[config.mk]
export PLATFORM = sky130hd
export DESIGN_NAME = two_stack_expression_evaluator
export DESIGN_NICKNAME = d
export VERILOG_FILES = /design/src/rtl/tsee_pkg.sv /design/src/rtl/tsee_div.sv /design/src/rtl/tsee_datapath.sv /design/src/rtl/tsee_ctrl.sv /design/src/rtl/two_stack_expression_evaluator.sv
export SDC_FILE = /design/constraint.sdc
export NUM_CORES = 2
export LEC_CHECK = 0
export ABC_AREA = 1
export BUFFER_PORTS_ARGS = -buffer_cell sky130_fd_sc_hd__clkbuf_2
export CAP_MARGIN = 20
export CORE_MARGIN = 4
export CORE_UTILIZATION = 55
export DETAILED_ROUTE_END_ITERATION = 8
export GPL_TIMING_DRIVEN = 1
export PLACE_DENSITY = 0.75
export SLEW_MARGIN = 10
export SYNTH_ARGS = -nofsm -noshare
export SYNTH_HDL_FRONTEND = slang
export SYNTH_SLANG_ARGS = --single-unit
[constraint.sdc]
create_clock -name clk -period 14.7 [get_ports clk]
set_clock_uncertainty 0.1 [all_clocks]
set_input_delay 2.205 -clock clk [delete_from_list [all_inputs] [get_ports clk]]
set_output_delay 2.205 -clock clk [all_outputs]
set_load 0.1 [all_outputs]
[src/rtl/tsee_pkg.sv]
// ----------------------------------------------------------------------------
// tsee_pkg
// Types, constants and helpers shared by the expression evaluator modules.
// ----------------------------------------------------------------------------
package tsee_pkg;

  // Sizes
  localparam int VALUE_DEPTH = 64;
  localparam int OP_DEPTH    = 64;
  localparam int DATA_W      = 32;
  localparam int CH_W        = 8;
  localparam int ST_W        = 2;
  localparam int DEPTH_W     = 7;
  localparam int VADDR_W     = $clog2(VALUE_DEPTH);
  localparam int VCNT_W      = $clog2(VALUE_DEPTH + 1);
  localparam int OADDR_W     = (OP_DEPTH > 1) ? $clog2(OP_DEPTH) : 1;
  localparam int OCNT_W      = $clog2(OP_DEPTH + 1);
  localparam int DIV_CNT_W   = $clog2(DATA_W);
  localparam int IN_TDATA_W  = 16;
  localparam int OUT_TDATA_W = 48;
  localparam int IN_PAD_W    = IN_TDATA_W - 1 - CH_W;
  localparam int OUT_PAD_W   = OUT_TDATA_W - DATA_W - ST_W - DEPTH_W;

  // Characters
  localparam logic [CH_W-1:0] CH_PLUS   = 8'h2B;
  localparam logic [CH_W-1:0] CH_MINUS  = 8'h2D;
  localparam logic [CH_W-1:0] CH_STAR   = 8'h2A;
  localparam logic [CH_W-1:0] CH_SLASH  = 8'h2F;
  localparam logic [CH_W-1:0] CH_PCT    = 8'h25;
  localparam logic [CH_W-1:0] CH_ZERO   = 8'h30;
  localparam logic [CH_W-1:0] CH_NINE   = 8'h39;
  localparam logic [CH_W-1:0] CH_RPAREN = 8'h29;

  localparam logic [DATA_W-1:0] DEC_RADIX = 32'd10;

  typedef enum logic [ST_W-1:0] {
    ST_OK, ST_UNDER, ST_OVER, ST_DIVZERO
  } status_t;

  typedef enum logic [2:0] {
    OP_ADD, OP_SUB, OP_MUL, OP_DIV, OP_MOD
  } opcode_t;

  typedef struct packed {
    logic    valid;
    opcode_t code;
  } op_dec_t;

  // How a combine result goes back on the value stack
  typedef enum logic [1:0] {
    CM_PAREN, CM_FINAL_OP, CM_FINAL_ADD
  } cmode_t;

  typedef enum logic [3:0] {
    S_IDLE, S_CHAR, S_PRD, S_PEXE, S_PDIV, S_FLUSH, S_FRD, S_FEXE, S_FDIV, S_OUT
  } state_t;

  // Controller -> datapath
  typedef struct packed {
    logic   load;
    logic   char_step;
    logic   flush;
    logic   rd;
    logic   under;
    logic   commit;
    cmode_t mode;
    logic   div_start;
    logic   load_out;
  } dp_cmd_t;

  // Datapath -> controller
  typedef struct packed {
    logic eoe;
    logic is_digit;
    logic is_paren;
    logic paren_ok;
    logic v_empty;
    logic v_one;
    logic op_avail;
    logic div_op;
    logic div_zero;
    logic div_done;
  } dp_sts_t;

  function automatic op_dec_t op_decode(input logic [CH_W-1:0] c);
    op_dec_t d;
    d.valid = 1'b1;
    case (c)
      CH_PLUS:  d.code = OP_ADD;
      CH_MINUS: d.code = OP_SUB;
      CH_STAR:  d.code = OP_MUL;
      CH_SLASH: d.code = OP_DIV;
      CH_PCT:   d.code = OP_MOD;
      default: begin
        d.valid = 1'b0;
        d.code  = OP_ADD;
      end
    endcase
    return d;
  endfunction

endpackage

[src/rtl/tsee_div.sv]
// ----------------------------------------------------------------------------
// tsee_div
// Signed 32-bit divider, radix 2 restoring, one quotient bit per cycle.
// Truncates toward zero; remainder takes the dividend's sign.
// ----------------------------------------------------------------------------
module tsee_div import tsee_pkg::*; (
  input  logic              clk,
  input  logic              rst_n,
  input  logic              start,
  input  logic [DATA_W-1:0] dividend,
  input  logic [DATA_W-1:0] divisor,
  output logic              done,
  output logic [DATA_W-1:0] quotient,
  output logic [DATA_W-1:0] remainder
);

  logic                 busy_r, busy_nxt;
  logic                 done_r, done_nxt;
  logic [DIV_CNT_W-1:0] cnt_r, cnt_nxt;
  logic [DATA_W-1:0]    rem_r, rem_nxt;
  logic [DATA_W-1:0]    q_r, q_nxt;
  logic [DATA_W-1:0]    dsr_r, dsr_nxt;
  logic                 qneg_r, qneg_nxt;
  logic                 rneg_r, rneg_nxt;
  logic [DATA_W:0]      shifted;
  logic [DATA_W:0]      diff;

  // One restoring step
  assign shifted = {rem_r, q_r[DATA_W-1]};
  assign diff    = shifted - {1'b0, dsr_r};

  always_comb begin
    busy_nxt = busy_r;
    done_nxt = 1'b0;
    cnt_nxt  = cnt_r;
    rem_nxt  = rem_r;
    q_nxt    = q_r;
    dsr_nxt  = dsr_r;
    qneg_nxt = qneg_r;
    rneg_nxt = rneg_r;
    if (start) begin
      busy_nxt = 1'b1;
      cnt_nxt  = DIV_CNT_W'(DATA_W - 1);
      rem_nxt  = '0;
      q_nxt    = dividend[DATA_W-1] ? (~dividend + 1'b1) : dividend;
      dsr_nxt  = divisor[DATA_W-1] ? (~divisor + 1'b1) : divisor;
      qneg_nxt = dividend[DATA_W-1] ^ divisor[DATA_W-1];
      rneg_nxt = dividend[DATA_W-1];
    end else if (busy_r) begin
      if (!diff[DATA_W]) begin
        rem_nxt = diff[DATA_W-1:0];
        q_nxt   = {q_r[DATA_W-2:0], 1'b1};
      end else begin
        rem_nxt = shifted[DATA_W-1:0];
        q_nxt   = {q_r[DATA_W-2:0], 1'b0};
      end
      cnt_nxt = cnt_r - 1'b1;
      if (cnt_r == '0) begin
        busy_nxt = 1'b0;
        done_nxt = 1'b1;
      end
    end
  end

  always_ff @(posedge clk) begin
    if (!rst_n) begin
      busy_r <= 1'b0;
      done_r <= 1'b0;
    end else begin
      busy_r <= busy_nxt;
      done_r <= done_nxt;
    end
    cnt_r  <= cnt_nxt;
    rem_r  <= rem_nxt;
    q_r    <= q_nxt;
    dsr_r  <= dsr_nxt;
    qneg_r <= qneg_nxt;
    rneg_r <= rneg_nxt;
  end

  // Sign fix on the magnitudes
  assign done      = done_r;
  assign quotient  = qneg_r ? (~q_r + 1'b1) : q_r;
  assign remainder = rneg_r ? (~rem_r + 1'b1) : rem_r;

endmodule

[src/rtl/tsee_datapath.sv]
// ----------------------------------------------------------------------------
// tsee_datapath
// Value and operator stacks, digit accumulator, combine unit, sticky error
// and the output register.
// ----------------------------------------------------------------------------
module tsee_datapath import tsee_pkg::*; (
  input  logic               clk,
  input  logic               rst_n,
  input  dp_cmd_t            cmd,
  output dp_sts_t            sts,
  input  logic               in_clear,
  input  logic [CH_W-1:0]    in_ch,
  input  logic               in_eoe,
  output logic [DATA_W-1:0]  out_value,
  output status_t            out_status,
  output logic [DEPTH_W-1:0] out_depth
);

  // Stack memories
  logic [DATA_W-1:0] vmem [VALUE_DEPTH];
  opcode_t           omem [OP_DEPTH];

  logic [CH_W-1:0]    ch_r;
  logic               eoe_r;
  logic [DATA_W-1:0]  top_r, top_nxt;
  logic [VCNT_W-1:0]  vcnt_r, vcnt_nxt;
  logic [OCNT_W-1:0]  opcnt_r, opcnt_nxt;
  logic [DATA_W-1:0]  accum_r, accum_nxt;
  logic               in_num_r, in_num_nxt;
  status_t            err_r, err_nxt;
  logic [DATA_W-1:0]  vrd_r;
  opcode_t            ord_r;
  logic [DATA_W-1:0]  out_value_r;
  status_t            out_status_r;
  logic [DEPTH_W-1:0] out_depth_r;

  logic               vwe;
  logic [VADDR_W-1:0] vwaddr;
  logic [DATA_W-1:0]  vwdata;
  logic               owe;
  logic [OADDR_W-1:0] owaddr;
  logic [VCNT_W-1:0]  vcnt_m1, vcnt_m2;
  logic [OCNT_W-1:0]  opcnt_m1;
  op_dec_t            dec;
  logic               is_digit;
  logic [DATA_W-1:0]  digit;
  logic [DATA_W-1:0]  accum_base;
  logic               div_op;
  logic               zero_hit;
  logic [DATA_W-1:0]  result;
  logic               div_done;
  logic [DATA_W-1:0]  div_q, div_r;

  assign vcnt_m1  = vcnt_r - VCNT_W'(1);
  assign vcnt_m2  = vcnt_r - VCNT_W'(2);
  assign opcnt_m1 = opcnt_r - OCNT_W'(1);

  // Character decode
  assign dec        = op_decode(ch_r);
  assign is_digit   = ch_r inside {[CH_ZERO:CH_NINE]};
  assign digit      = {{(DATA_W-CH_W){1'b0}}, ch_r - CH_ZERO};
  assign accum_base = in_num_r ? accum_r : '0;

  // Combine unit: left operand from memory read, right operand is the top
  assign div_op   = (ord_r == OP_DIV) || (ord_r == OP_MOD);
  assign zero_hit = (cmd.mode != CM_FINAL_ADD) && div_op && (top_r == '0);

  always_comb begin
    if (cmd.mode == CM_FINAL_ADD) begin
      result = vrd_r + top_r;
    end else begin
      case (ord_r)
        OP_ADD:  result = vrd_r + top_r;
        OP_SUB:  result = vrd_r - top_r;
        OP_MUL:  result = vrd_r * top_r;
        OP_DIV:  result = (top_r == '0) ? '0 : div_q;
        OP_MOD:  result = (top_r == '0) ? '0 : div_r;
        default: result = '0;
      endcase
    end
  end

  tsee_div u_div (
    .clk       (clk),
    .rst_n     (rst_n),
    .start     (cmd.div_start),
    .dividend  (vrd_r),
    .divisor   (top_r),
    .done      (div_done),
    .quotient  (div_q),
    .remainder (div_r)
  );

  // Next-state of the stack control
  always_comb begin
    vcnt_nxt   = vcnt_r;
    opcnt_nxt  = opcnt_r;
    accum_nxt  = accum_r;
    in_num_nxt = in_num_r;
    err_nxt    = err_r;
    top_nxt    = top_r;
    vwe        = 1'b0;
    vwaddr     = vcnt_r[VADDR_W-1:0];
    vwdata     = accum_r;
    owe        = 1'b0;
    owaddr     = opcnt_r[OADDR_W-1:0];

    if (cmd.load && in_clear) begin
      vcnt_nxt   = '0;
      opcnt_nxt  = '0;
      accum_nxt  = '0;
      in_num_nxt = 1'b0;
      err_nxt    = ST_OK;
    end

    // Digit accumulate
    if (cmd.char_step && is_digit) begin
      accum_nxt  = accum_base * DEC_RADIX + digit;
      in_num_nxt = 1'b1;
    end

    // Push a pending number
    if (((cmd.char_step && !is_digit) || cmd.flush) && in_num_r) begin
      in_num_nxt = 1'b0;
      accum_nxt  = '0;
      if (vcnt_r == VCNT_W'(VALUE_DEPTH)) begin
        if (err_nxt == ST_OK) err_nxt = ST_OVER;
      end else begin
        vwe      = 1'b1;
        top_nxt  = accum_r;
        vcnt_nxt = vcnt_r + VCNT_W'(1);
      end
    end

    // Operator push
    if (cmd.char_step && !is_digit && dec.valid) begin
      if (opcnt_r == OCNT_W'(OP_DEPTH)) begin
        if (err_nxt == ST_OK) err_nxt = ST_OVER;
      end else begin
        owe       = 1'b1;
        opcnt_nxt = opcnt_r + OCNT_W'(1);
      end
    end

    if (cmd.under) begin
      if (err_nxt == ST_OK) err_nxt = ST_UNDER;
    end

    // Write back a combine result
    if (cmd.commit) begin
      vwe     = 1'b1;
      vwdata  = result;
      top_nxt = result;
      if (zero_hit && err_nxt == ST_OK) err_nxt = ST_DIVZERO;
      case (cmd.mode)
        CM_PAREN: begin
          vwaddr    = vcnt_m2[VADDR_W-1:0];
          vcnt_nxt  = vcnt_m1;
          opcnt_nxt = opcnt_m1;
        end
        CM_FINAL_OP: begin
          vwaddr    = vcnt_m1[VADDR_W-1:0];
          opcnt_nxt = opcnt_m1;
        end
        default: begin
          vwaddr   = vcnt_m2[VADDR_W-1:0];
          vcnt_nxt = vcnt_m1;
        end
      endcase
    end
  end

  // Control registers
  always_ff @(posedge clk) begin
    if (!rst_n) begin
      vcnt_r   <= '0;
      opcnt_r  <= '0;
      accum_r  <= '0;
      in_num_r <= 1'b0;
      err_r    <= ST_OK;
    end else begin
      vcnt_r   <= vcnt_nxt;
      opcnt_r  <= opcnt_nxt;
      accum_r  <= accum_nxt;
      in_num_r <= in_num_nxt;
      err_r    <= err_nxt;
    end
  end

  // Payload registers
  always_ff @(posedge clk) begin
    top_r <= top_nxt;
    if (cmd.load) begin
      ch_r  <= in_ch;
      eoe_r <= in_eoe;
    end
    if (cmd.load_out) begin
      out_value_r  <= (vcnt_r != '0) ? top_r : '0;
      out_status_r <= err_r;
      out_depth_r  <= DEPTH_W'(vcnt_r);
    end
  end

  // Stack memories, registered reads
  always_ff @(posedge clk) begin
    if (vwe) vmem[vwaddr] <= vwdata;
    if (owe) omem[owaddr] <= dec.code;
    if (cmd.rd) begin
      vrd_r <= vmem[vcnt_m2[VADDR_W-1:0]];
      ord_r <= omem[opcnt_m1[OADDR_W-1:0]];
    end
  end

  // Status to controller
  always_comb begin
    sts.eoe      = eoe_r;
    sts.is_digit = is_digit;
    sts.is_paren = (ch_r == CH_RPAREN);
    sts.paren_ok = (vcnt_r >= VCNT_W'(2)) && (opcnt_r != '0);
    sts.v_empty  = (vcnt_r == '0);
    sts.v_one    = (vcnt_r == VCNT_W'(1));
    sts.op_avail = (opcnt_r != '0);
    sts.div_op   = div_op;
    sts.div_zero = (top_r == '0);
    sts.div_done = div_done;
  end

  assign out_value  = out_value_r;
  assign out_status = out_status_r;
  assign out_depth  = out_depth_r;

endmodule

[src/rtl/tsee_ctrl.sv]
// ----------------------------------------------------------------------------
// tsee_ctrl
// Sequencer for the expression evaluator: steps one character through
// decode, stack access, combine and result output.
// ----------------------------------------------------------------------------
module tsee_ctrl import tsee_pkg::*; (
  input  logic    clk,
  input  logic    rst_n,
  input  logic    in_tvalid,
  output logic    in_tready,
  output logic    out_tvalid,
  input  logic    out_tready,
  input  dp_sts_t sts,
  output dp_cmd_t cmd
);

  state_t state_r, state_nxt;
  logic   out_valid_r, out_valid_nxt;
  logic   run_div;
  logic   fin_div;
  logic   out_free;
  logic   done_state;

  assign run_div  = sts.div_op && !sts.div_zero;
  assign fin_div  = sts.op_avail && run_div;
  assign out_free = !out_valid_r || out_tready;

  // Next state
  always_comb begin
    state_nxt  = state_r;
    done_state = sts.eoe;
    case (state_r)
      S_IDLE:  if (in_tvalid) state_nxt = S_CHAR;
      S_CHAR: begin
        if (!sts.is_digit && sts.is_paren) state_nxt = S_PRD;
        else state_nxt = done_state ? S_FLUSH : S_IDLE;
      end
      S_PRD: begin
        if (sts.paren_ok) state_nxt = S_PEXE;
        else state_nxt = done_state ? S_FLUSH : S_IDLE;
      end
      S_PEXE: begin
        if (run_div) state_nxt = S_PDIV;
        else state_nxt = done_state ? S_FLUSH : S_IDLE;
      end
      S_PDIV: begin
        if (sts.div_done) state_nxt = done_state ? S_FLUSH : S_IDLE;
      end
      S_FLUSH: state_nxt = S_FRD;
      S_FRD: begin
        if (sts.v_empty || sts.v_one) state_nxt = S_OUT;
        else state_nxt = S_FEXE;
      end
      S_FEXE:  state_nxt = fin_div ? S_FDIV : S_OUT;
      S_FDIV:  if (sts.div_done) state_nxt = S_OUT;
      S_OUT:   if (out_free) state_nxt = S_IDLE;
      default: state_nxt = S_IDLE;
    endcase
  end

  // Commands
  always_comb begin
    cmd           = '0;
    cmd.mode      = CM_PAREN;
    in_tready     = 1'b0;
    case (state_r)
      S_IDLE: begin
        in_tready = 1'b1;
        cmd.load  = in_tvalid;
      end
      S_CHAR:  cmd.char_step = 1'b1;
      S_PRD: begin
        cmd.rd    = sts.paren_ok;
        cmd.under = !sts.paren_ok;
      end
      S_PEXE: begin
        cmd.div_start = run_div;
        cmd.commit    = !run_div;
      end
      S_PDIV:  cmd.commit = sts.div_done;
      S_FLUSH: cmd.flush = 1'b1;
      S_FRD: begin
        cmd.rd    = !(sts.v_empty || sts.v_one);
        cmd.under = sts.v_empty;
      end
      S_FEXE: begin
        cmd.mode      = sts.op_avail ? CM_FINAL_OP : CM_FINAL_ADD;
        cmd.div_start = fin_div;
        cmd.commit    = !fin_div;
      end
      S_FDIV: begin
        cmd.mode   = CM_FINAL_OP;
        cmd.commit = sts.div_done;
      end
      S_OUT:   cmd.load_out = out_free;
      default: cmd.load_out = 1'b0;
    endcase
  end

  // Output valid flag
  always_comb begin
    if (cmd.load_out) out_valid_nxt = 1'b1;
    else if (out_tready) out_valid_nxt = 1'b0;
    else out_valid_nxt = out_valid_r;
  end

  always_ff @(posedge clk) begin
    if (!rst_n) begin
      state_r     <= S_IDLE;
      out_valid_r <= 1'b0;
    end else begin
      state_r     <= state_nxt;
      out_valid_r <= out_valid_nxt;
    end
  end

  assign out_tvalid = out_valid_r;

endmodule

[src/rtl/two_stack_expression_evaluator.sv]
// ----------------------------------------------------------------------------
// two_stack_expression_evaluator
// Infix expression evaluator with a value stack and an operator stack.
//
// Input stream: one ASCII character per transaction. in_tdata[0] is the
// clear flag (empties both stacks and the sticky error first), in_tdata[8:1]
// the character; in_tlast marks the last character of an expression.
// Output stream: one transaction per expression, after the in_tlast item:
// value, sticky status and the depth left on the value stack.
// Items are processed one at a time by a sequencer: a plain character is
// accepted, then decoded; ')' adds an operand read and a combine (no combine
// with too few operands), and '/' or '%' also runs the radix-2 divider. The
// end item adds a flush, an operand read, a combine and an output load (no
// combine with fewer than two values), plus the divider on a final divide.
// Reset (rst_n low, synchronous) empties both stacks, drops any partial
// number and clears the error; no clearing pass is needed. A result waits
// in the output register while the receiver stalls; the next characters are
// still taken, and only the next end item waits for the register to drain.
// ----------------------------------------------------------------------------
module two_stack_expression_evaluator import tsee_pkg::*; (
  input  logic                   clk,
  input  logic                   rst_n,
  input  logic                   in_tvalid,
  output logic                   in_tready,
  input  logic [IN_TDATA_W-1:0]  in_tdata,   // [0] clear, [8:1] ch, rest zero
  input  logic                   in_tlast,   // end_of_expr
  output logic                   out_tvalid,
  input  logic                   out_tready,
  output logic [OUT_TDATA_W-1:0] out_tdata   // [31:0] value, [33:32] status,
                                             // [40:34] depth, rest zero
);

  dp_cmd_t            cmd;
  dp_sts_t            sts;
  logic [DATA_W-1:0]  out_value;
  status_t            out_status;
  logic [DEPTH_W-1:0] out_depth;

  tsee_ctrl u_ctrl (
    .clk        (clk),
    .rst_n      (rst_n),
    .in_tvalid  (in_tvalid),
    .in_tready  (in_tready),
    .out_tvalid (out_tvalid),
    .out_tready (out_tready),
    .sts        (sts),
    .cmd        (cmd)
  );

  tsee_datapath u_dp (
    .clk        (clk),
    .rst_n      (rst_n),
    .cmd        (cmd),
    .sts        (sts),
    .in_clear   (in_tdata[0]),
    .in_ch      (in_tdata[CH_W:1]),
    .in_eoe     (in_tlast),
    .out_value  (out_value),
    .out_status (out_status),
    .out_depth  (out_depth)
  );

  // Pack the result transaction
  assign out_tdata = {{OUT_PAD_W{1'b0}}, out_depth, out_status, out_value};

endmodule

==> reports/qor.txt <==
Status - finished clean
Top_reg_cell synth - edfxtp_1
Mapped Cells - 12.40k
RSZ-0062 raised after global routing - no
Placement Rows - 177
Internal Power - 12.07 mW
Area growth syn-to-layout - 9.817%
Leakage power - 57.15 nW
Total number of yosys warnings - 0
Critical Path AT - 9390 ps
Initial core utilization - 55.30%
Asr flop ratio synth - 0%
Final Cell Area - 141200 µm²
Root Buffer - clkbuf_16
Min Tclk post-route - 9017 ps
Max_slew headroom - 20.70%
Sw frac - 23.80%
Count leader, synth - edfxtp_1
Worst Setup Path Type - reg -> reg
ANT nets after route - 0
1st-iter DRT viols - 14.01k
Port Buf Inserts - 56
Commonest cells post-synth - edfxtp_1 (2423), nor2_1 (2055), o21ai_0 (1671), nand2_1 (1438), inv_1 (1237)
Dpl cells - 15.03k
Largest net degree at the start of global routing - 181
WL final - 410400 µm
Fmax achieved - 0.1109 GHz
Final net count - 13.00k
Critical path peak fanout - 65
Layout cell share with drive strength beyond 1 - 7.154%
HPWL after DPL - 254600 µm
CP startpoint kind - register
Clk pin slew, worst setup/hold paths - 70 ps
H-tree Lvls - 5
Post-CTS Setup Bufs - 0
Pre-CTS setup slack - 5735 ps
CTS tree - built
Post-CTS Resized - 0
Met2 Routed Length - 185900 µm
Initial antenna violation count - 33
Yosys top cell by area - edfxtp_1
NetSw - 3.770 mW
FF/Latch Area - 74630 µm²
Final setup violation count - 0
Vias per cell - 6.344
Max VDD drop - 0.1543 mV
Area used by multi-input combinational logic - 47320 µm²
Seq pwr share - 49.6%
Inserted Clock Buffers - 276
Clk buf depth - 4
Setup crit end kind - register
Fin Setup TNS - 0 ps
Critical Path RT - 15080 ps
Number of global-route vias before repair - 94.94k
Fillers - 18.18k
Comb power frac - 9.0%
Total power - 15.84 mW
Post-synth EDFFs - 2423
Top cells by area, synth - edfxtp_1 (57%), o21ai_0 (6.5%), fa_1 (6.4%)
Final core utilization - 60.73%
Syn avg cell area - 10.37 µm²
Setup WS post-layout - 5683 ps
Minimum hold slack - 346.7 ps
Die Wd - 491.6 µm
First-pass GRT wire length - 598500 µm
Synth Register Bits - 2516
Max capacitance violation total - 0
Met3 routed WL - 48350 µm
Total GRT Usage - 33.08%
1st-pass router iterations - 9
Cts hold-fix bufs - 0
Slew @ Worst Pin - 1186 ps
Sequential share of the synthesized area - 58.03%
Core area - 232500 µm²
Cell Pwr Density - 112.1 nW/µm²
Die Ht - 491.6 µm
Total number of vias - 98.42k
Routability cong. - 0.9977
Top routing layer in use - met5
Clock power frac - 41.4%
Fin. Hold Viols - 0
# DRC - 0
Period utilization - 61.34%
Met1 WL - 150600 µm
Fin cells - 15.51k
IO Pins - 71
Total die area - 241600 µm²
Routed WL per cell - 26.45 µm
Sink Count - 2516
Yosys top cell area share - 56.58%
Later-pin clock latency in the skew report - 940 ps
Total congestion overflow - 0
Netlist cell types - 70
HP Class - reg -> reg
Post-synth design cell area - 128600 µm²
Max Slew Vio Count - 0
Placed Instance Area - 132800 µm²
[cell families (layout without fill, tap and decap cells)]
logic type | after synthesis | in the layout | synth area share, %
buffers and inverters | 1991 | 2042 | 5.906
adders and majority gates | 708 | 708 | 9.299
DFF | 2516 | 2516 | 58.03
other | 1 | 22 | 0.002916
xor gates and xnor gates | 181 | 181 | 1.233
AOI/OAI and AO/OA | 2955 | 2955 | 12.88
and+or+nand+nor | 4046 | 4046 | 12.65
[metal layers]
metal / global-route usage (%) / vias up
met4: 17.94 / 20
li1: - / 42630
met3: 6.511 / 1284
met5: 0 / -
met2: 51.61 / 6623
met1: 44.00 / 47860
[registers in the layout, summed over array words and instances, names as in the netlist, 5 cells and up]
signal            cells
u_dp.out_value       32
u_dp.vrd_r           32
u_dp.u_div.cnt_r      5
u_dp.vcnt_r           7
u_dp.opcnt_r          7
u_dp.vmem          2048
u_dp.accum_r         32
u_dp.u_div.dsr_r     32
u_dp.out_depth        7
u_dp.ch_r             8
u_dp.top_r           32
u_dp.omem           192
u_dp.u_div.q_r       32
u_dp.u_div.rem_r     32
[critical path: stages, from the launching register on]
cell,delay [ps]
edfxtp_1,330
buf_4,460
ha_1,560
fa_1,530
fa_1,500
fa_1,530
inv_1,50
fa_1,480
inv_1,50
ha_1,280
ha_1,290
fa_1,500
fa_1,430
ha_1,410
a21o_1,220
a31oi_1,230
nand3_1,180
a21oi_1,350
o21ai_0,170
o21ai_0,530
nand2_1,220
o21ai_0,570
a21oi_4,90
buf_4,350
[path summary, 6_finish.rpt]
path,slack [ps],depth (start not counted),startpoint,endpoint
worst max-delay path,5680,23,u_dp.vrd_r[7],u_dp.vmem[63][21]
worst min-delay path,350,0,u_dp.err_r[1],u_dp.out_status[1]
worst max register to register,5680,23,u_dp.vrd_r[7],u_dp.vmem[63][21]
worst min register to register,350,0,u_dp.err_r[1],u_dp.out_status[1]
[layout make-up]
cell class | count | area share, %
diodes | 15 | 0.02658
clock buffers | 342 | 5.193
clock inverters | 121 | 0.7451
inverters | 1273 | 3.407
multi-input cells | 7897 | 33.50
flip-flops and latches | 2516 | 52.84
well taps | 3043 | 2.696
repair buffers | 306 | 1.584
[cell usage in the layout (no fill, tap or decap), types with 22 or more instances in the layout]
master	Yosys	routed
edfxtp_1	2423	2423
a21o_1	25	25
clkbuf_2	1	56
or2_2	24	23
clkbuf_1	620	57
o21bai_1	28	28
clkinv_2	1	36
o21ai_0	1671	1669
inv_2	25	25
a31oi_1	27	22
nand2_1	1438	1432
nor2_1	2055	1984
nand3_1	301	301
inv_1	1237	1234
ha_1	295	294
dfxtp_1	93	90
nor4_1	28	28
xor2_1	136	135
a21oi_1	309	290
nor2_4	5	75
xnor2_1	45	45
clkinv_1	8	57
fa_1	413	413
o221ai_1	25	25
clkbuf_16	0	284
o211ai_1	69	69
o32ai_1	61	59
nor3_1	71	70
o22ai_1	639	639
buf_4	9	242
nand4_1	55	55
[power groups by stage]
stage | Clock (mW) | Combinational (mW) | Sequential, mW
final | 6.55 | 1.43 | 7.86
after global routing | 6.90 | 1.58 | 7.86
after CTS | 6.60 | 1.41 | 7.85
after detailed placement | 0 | 1.40 | 8.01
after global placement | 0 | 1.38 | 8.01
after floorplan | 0 | 0.958 | 7.99
No activity file was read; power rests on OpenSTA's default activity.
